==> config.mk <==
export PLATFORM = sky130hd
export DESIGN_NAME = ght_gen_unit
export DESIGN_NICKNAME = d
export VERILOG_FILES = /design/src/sv/generational_handle_table_defines.svh /design/src/sv/ght_pkg.sv /design/src/sv/ght_gen_unit.sv
export SDC_FILE = /design/constraint.sdc
export NUM_CORES = 1
export LEC_CHECK = 0
export BUFFER_PORTS_ARGS = -buffer_cell sky130_fd_sc_hd__buf_2
export CORE_AREA = 2 2 45 47
export DETAILED_ROUTE_END_ITERATION = 8
export DIE_AREA = 0 0 47 49
export PLACE_DENSITY_LB_ADDON = 0.12
export SLEW_MARGIN = 15
export SYNTH_ARGS = -nofsm -noshare
export SYNTH_HDL_FRONTEND = slang
export SYNTH_SLANG_ARGS = --single-unit
==> constraint.sdc <==
create_clock -name vclk -period 1.6
set_input_delay 0.08 -clock vclk [all_inputs]
set_output_delay 0.08 -clock vclk [all_outputs]
set_load 0.05 [all_outputs]
==> src/sv/generational_handle_table_defines.svh <==
// Assertion macros shared by the handle table RTL.
`ifndef GENERATIONAL_HANDLE_TABLE_DEFINES_SVH
`define GENERATIONAL_HANDLE_TABLE_DEFINES_SVH

`ifndef SYNTHESIS
// Check a property on every clock edge outside reset.
`define GHT_ASSERT(lbl, prop, msg) \
	lbl: assert property (@(posedge clk) disable iff (!arst_n) prop) else $error(msg);
// Check that a condition never holds outside reset.
`define GHT_NEVER(lbl, cond, msg) \
	lbl: assert property (@(posedge clk) disable iff (!arst_n) !(cond)) else $error(msg);
`else
`define GHT_ASSERT(lbl, prop, msg)
`define GHT_NEVER(lbl, cond, msg)
`endif

`endif

==> src/sv/ght_pkg.sv <==
`default_nettype none
package ght_pkg;

	localparam int TABLE_DEPTH = 256;
	localparam int GEN_BITS    = 16;
	localparam int REF_BITS    = 32;
	localparam int IDX_W       = $clog2(TABLE_DEPTH);
	localparam int CNT_W       = $clog2(TABLE_DEPTH + 1);
	localparam int FUNC_W      = 3;
	localparam int LIMIT_W     = 9;
	localparam int STATUS_W    = 2;

	localparam logic [CNT_W-1:0]    DEPTH_CNT        = CNT_W'(TABLE_DEPTH);
	localparam logic [GEN_BITS-1:0] GEN_ONE          = GEN_BITS'(1);
	localparam logic [LIMIT_W-1:0]  ROOT_LIMIT_RESET = LIMIT_W'(256);

	// operation codes
	localparam logic [FUNC_W-1:0] FUNC_PIN    = 3'd0;
	localparam logic [FUNC_W-1:0] FUNC_UPDATE = 3'd1;
	localparam logic [FUNC_W-1:0] FUNC_UNPIN  = 3'd2;
	localparam logic [FUNC_W-1:0] FUNC_VALUE  = 3'd3;
	localparam logic [FUNC_W-1:0] FUNC_CLEAR  = 3'd4;

	// result status codes
	localparam logic [STATUS_W-1:0] ST_OK         = 2'd0;
	localparam logic [STATUS_W-1:0] ST_OVERFLOW   = 2'd1;
	localparam logic [STATUS_W-1:0] ST_BAD_HANDLE = 2'd2;

	typedef enum logic [3:0] {
		S_IDLE,
		S_READ,
		S_POP,
		S_POPGEN,
		S_CHECK,
		S_CLR_RD,
		S_CLR_WR,
		S_CLR_END,
		S_RESP
	} state_t;

	typedef struct packed {
		logic [GEN_BITS-1:0] next_gen;
		logic                match;
	} gen_res_t;

	// per-slot metadata word: occupied mark beside the generation
	typedef struct packed {
		logic                occupied;
		logic [GEN_BITS-1:0] gen;
	} slot_meta_t;

	function automatic logic [CNT_W-1:0] to_cnt(input logic [IDX_W-1:0] i);
		return CNT_W'(i);
	endfunction

	function automatic logic [IDX_W-1:0] to_idx(input logic [CNT_W-1:0] c);
		return IDX_W'(c);
	endfunction

endpackage
`default_nettype wire

==> src/sv/ght_gen_unit.sv <==
`default_nettype none
module ght_gen_unit (
	input  wire logic [ght_pkg::GEN_BITS-1:0] gen_cur,
	input  wire logic [ght_pkg::GEN_BITS-1:0] gen_ref,
	output ght_pkg::gen_res_t                 res
);

	logic [ght_pkg::GEN_BITS-1:0] inc;

	// advance the generation, skipping zero on wrap
	assign inc = gen_cur + 1'b1;

	always_comb begin
		res.next_gen = (inc == '0) ? ght_pkg::GEN_ONE : inc;
		res.match    = (gen_cur == gen_ref);
	end

endmodule
`default_nettype wire

==> results of run 1 <==
==> synthesized netlist by cell type, drive strengths merged <==
master / count
a211oi: 1
a41o: 1
and2: 1
and3: 5
and4: 2
buf: 10
ha: 1
inv: 1
mux2: 1
mux2i: 1
nand2: 11
nand3: 3
nand4: 8
nor2: 3
nor3: 1
nor4: 3
o211ai: 1
o31a: 1
o32a: 1
o41a: 1
o41ai: 1
or2: 1
or3: 1
or4: 1
xnor2: 28
xor2: 3
==> where the power goes <==
| group | switching, W | internal, W | total (W) |
|---|---|---|---|
| logic | 0.000217 | 0.000178 | 0.000395 |
| registers | 0 | 0 | 0 |
| clock network | 0 | 0 | 0 |
| total | 0.000217 | 0.000178 | 0.000395 |
==> layer usage <==
| metal | wire length (um) | share of wire (%) | track usage [%] |
|---|---|---|---|
| met5 | 0 | 0 | 0 |
| met2 | 1310 | 55 | 41.8 |
| met3 | 100 | 4.2 | 0.741 |
| met4 | 46 | 1.9 | 3.70 |
| met1 | 938 | 39 | 27.3 |
==> kinds of logic after synthesis <==
| logic type | after synthesis |
|---|---|
| and+or+nand+nor | 40 |
| xor gates and xnor gates | 31 |
| buffers and inverters | 11 |
| muxes | 2 |
| adders and majority gates | 1 |
| AOI/OAI and AO/OA | 7 |
==> through the flow <==
stage,std cells,power [W],TNS (ns)
6_report,193,0.000395,-0.428
5_1_grt,193,0.000419,-0.546
3_3_place_gp,185,0.000340,-0.835
3_5_place_dp,185,0.000343,-0.909
2_1_floorplan,92,0.000227,-0.661
4_1_cts,193,0.000387,-0.442
==> final timing paths <==
kind | start | end | slack (ns) | depth (start not counted)
setup / recovery | gen_cur[6] | res[2] | -0.24 | 7
hold / removal | gen_cur[0] | res[1] | 0.57 | 4
==> layout make-up <==
class                      instances  area [um^2]  share of cell area (%)
inverter                           1         3.75                   0.285
multi-input combinational         81          688                    52.2
timing repair buffer              84          593                    45.0
tap                               27         33.8                    2.56
==> repair_timing <==
| item | CTS | global route |
|---|---|---|
| pin swaps | 6 | 1 |
| setup endpoints to repair | 4 | 5 |
| resized for setup | 28 | 5 |
| setup buffers | 9 | 0 |
==> reports/results.txt, run 1 <==
Chip width - 47 um
Final Util - 71.6%
Max-cap violations - 0
Delay-heaviest family, CP - simple AND/OR/NAND/NOR gates
DRC Markers - 0
Commonest non-fill, non-tap cells in the layout - buf_2 (39), buf_4 (31), xnor2_1 (27)
Post-DRT Antenna Nets - 0
Final worst setup slack - -0.244 ns
Relative slew slack - 73.3%
Place WS - -0.433 ns
Post-synth top area share - 35.8%
Syn Inst Count - 92
Area contributors post-synth - xnor2_1 (36%), nand4_1 (6.4%), nand2_1 (5.5%)
Pleak - 0.611 nW
Failing checks - setup timing
Status - complete, but fails checks
Nets - 201
Layout cells sized above 1 - 62.0%
Die outline height - 49 um
Worst EP required - 1.52 ns
Placed Area - 0.00112 mm^2
Synth Area in Compound Gates - 9.32%
Mapped Area - 684 um^2
Register area - 0 um^2
CP Launch Type - input pin
Final setup fails - 2
Main combinational cell family by area after synthesis - XOR/XNOR gates
Warnings from Yosys - 0
Rows - 16
Sequential share of the synthesized area - 0%
Die Footprint - 0.00230 mm^2
Max incr delay on CP - 0.52 ns
Slew Viols, Final - 0
Crit path top cell by count - buf_6
Via density - 4.91
Clkbuf count - 0
Pwr/cell area - 299 mW/mm^2
1st-pass router iterations - 4
Syn-to-layout area delta - 92.7%
Hold Fails Final Rpt - 0
Buf+Inv Stages, Crit Path - 2
HP Class - in2out
HPWL after DPL - 1.86 mm
Ant. Diodes - 0
Synth Area in XOR/XNOR - 39.7%
Max VDD drop - 0.190 mV
Multiplexer area fraction after synthesis - 3.11%
Critical path peak fanout - 3
Core Area - 0.00184 mm^2
Hold buffers post-CTS - 0
RSZ-0062 raised after global routing - yes
Vias in the first global route - 964
Largest net degree at the start of global routing - 9
Area share of fa/ha/maj cells after synthesis - 1.83%
Hold WS - 0.574 ns
Crit Path Class - in2out
Slew @ Worst Pin - 0.389 ns
Final min period - 1.84 ns
Fillers - 159
Crit path DAT - 1.76 ns
Highest clock rate - 542 MHz
Drt total wl - 2.39 mm
Most common cell after layout, fill and taps aside - buf_2
Yosys top cell by area - xnor2_1
I/O Buffers - 49
Final Wtd Congestion - 0.823
Gr usage total - 22.4%
Drt wl/cell - 12.4 um
Seq_cells - 0
Simple-gate share of the synthesized area - 34.7%
Top Ports - 49
Antenna violations before repair - 0
Crit. End Element - output pin
DR vias - 948
Post-Syn Nets - 125
Global-route wire length before repair - 4.00 mm
Grt ovf - 0
Iteration-0 DRC Markers - 5
Fin area - 0.00132 mm^2
Tcrit/Tclk final - 115%
Cells along the critical path - buf_6 -> or4_4 -> nor3_2 -> o211ai_1 -> or3_4 -> o41a_1 -> buf_6
Critical path's slowest cell - or4_4
Netlist cell types - 32
Syn avg cell area - 7.44 um^2
Initial Util - 37.2%
(Power assumes the default switching activity.)
==> inputs of run 2 (changes only) <==
CORE_AREA = 2 2 43 45   (was 2 2 45 47)
DIE_AREA = 0 0 45 47   (was 0 0 47 49)
clock period = 2 ns   (was 1.6 ns; I/O delays follow)
==> run 2 against run 1 <==
Compared with the run above: the run now ends clean; worst hold slack improved by 0.030 ns; die area fell by 8.2%; total power fell by 32%; cell count fell by 15%; sequential cell count did not move; via count fell by 9.5%; largest cell class unchanged; combinational power fell by 32%; wire length fell by 17%; non-clock buffer count fell by 18; first-iteration DRC count rose by 140%; global-route usage fell by 3.8 points.
==> reports/results.txt, run 2 (synthesized netlist as in run 1, its figures left out) <==
Status - finished clean
Global-route wire length before repair - 3.02 mm
DR vias - 858
Ant. Diodes - 0
Core Area - 0.00165 mm^2
Final min period - 1.93 ns
Vias in the first global route - 748
Iteration-0 DRC Markers - 12
Critical path's slowest cell - or4_1
P_int - 0.000107 W
Top Ports - 49
Antenna violations before repair - 0
Layout cells sized above 1 - 54.1%
Clkbuf count - 0
Max incr delay on CP - 0.53 ns
CP endpoint - res[2]
Grt ovf - 0
Pwr/cell area - 254 mW/mm^2
Register area - 0 um^2
Worst EP required - 1.90 ns
DRC Markers - 0
Fin area - 0.00105 mm^2
Commonest non-fill, non-tap cells in the layout - buf_2 (47), xnor2_1 (28), buf_4 (18)
Switching power - 0.000161 W
Hold Path Origin - gen_cur[14]
Seq_cells - 0
Final Wtd Congestion - 0.840
Crit Path Class - in2out
Reg power frac - 0%
Most common cell after layout, fill and taps aside - buf_2
CP Launch Point - gen_cur[6]
CP Launch Type - input pin
Max VDD drop - 0.144 mV
I/O Buffers - 49
Syn-to-layout area delta - 54.1%
Tcrit/Tclk final - 96.3%
Crit. End Element - output pin
HPWL after DPL - 1.75 mm
Sw Share - 60.2%
Slew @ Worst Pin - 0.374 ns
Initial Util - 41.4%
Rows - 15
Hold Fails Final Rpt - 0
Highest clock rate - 519 MHz
Comb pwr share - 100.0%
Slew Viols, Final - 0
Die Footprint - 0.00212 mm^2
Drt wl/cell - 12.0 um
Max-cap violations - 0
HP Class - in2out
Drt total wl - 1.99 mm
Total Power - 0.000268 W
Nets - 183
1st-pass router iterations - 4
Clock Power Share - 0%
Relative slew slack - 74.4%
Cells along the critical path - buf_2 -> or4_1 -> nor3_2 -> o211ai_1 -> or3_4 -> o41a_1 -> buf_6
Largest net degree at the start of global routing - 9
Via density - 5.20
Pleak - 0.491 nW
Critical path peak fanout - 3
Post-DRT Antenna Nets - 0
Chip width - 45 um
Final setup fails - 0
Placed Area - 0.00102 mm^2
Die outline height - 47 um
Crit path DAT - 1.83 ns
Gr usage total - 18.7%
==> run 2: cell count changes in the layout (fill, tap and decap cells not counted), moves of 2 or more <==
cell,previous run,this run
buf_2,39,47
buf_4,31,18
buf_6,12,1
buf_8,2,0
==> run 2: worst min path at each step <==
stage,cells past startpoint,end,slack [ns]
CTS,3,res[15],0.61
global route,3,res[15],0.63
finish,3,res[15],0.60
detailed placement,3,res[15],0.60
global placement,3,res[15],0.60
floorplan,1,res[1],0.31
==> run 2: cell type report <==
cell class / count / area, um^2
fillers: 159 / 597
inverters: 1 / 3.75
multi-input cells: 81 / 648
well taps: 17 / 21.3
repair buffers: 66 / 382
==> run 2: layer usage <==
metal	routed length [um]	GRT usage, %
met4	0	1.18
met3	117	0.385
met1	869	24.8
met2	1000	35.1
met5	0	0
==> run 2: power groups by stage <==
stage	clock [W]	sequential, W	combinational [W]
6_report	0	0	0.000268
2_1_floorplan	0	0	0.000181
3_3_place_gp	0	0	0.000260
3_5_place_dp	0	0	0.000263
4_1_cts	0	0	0.000265
5_1_grt	0	0	0.000286
==> run 2: what timing repair did <==
item,4_1_cts,5_1_grt
gates resized for setup,2,5
hold buffers,0,0
pin swaps,0,2
setup buffers,0,1
setup endpoints to repair,2,2
hold endpoints to repair,0,0
==> run 2: metrics by stage <==
stage	utilization (%)	std cells	setup TNS, ns	hold slack (ns)	setup slack [ns]
after floorplan	-	92	-0.0165	0.313	-0.0165
after global placement	61.9	164	0	0.601	0.0232
after detailed placement	61.9	164	-0.0361	0.605	-0.0197
after CTS	62.4	164	0	0.606	0.0224
after global routing	63.9	165	-0.00929	0.632	-0.00929
final	63.9	165	0	0.604	0.0737
==> run 2: critical path: cells and delay by family <==
kind / cells / cell delay [ns]
and+or+nand+nor: 3 / 1.01
buffers and inverters: 2 / 0.27
AOI/OAI and AO/OA: 2 / 0.44
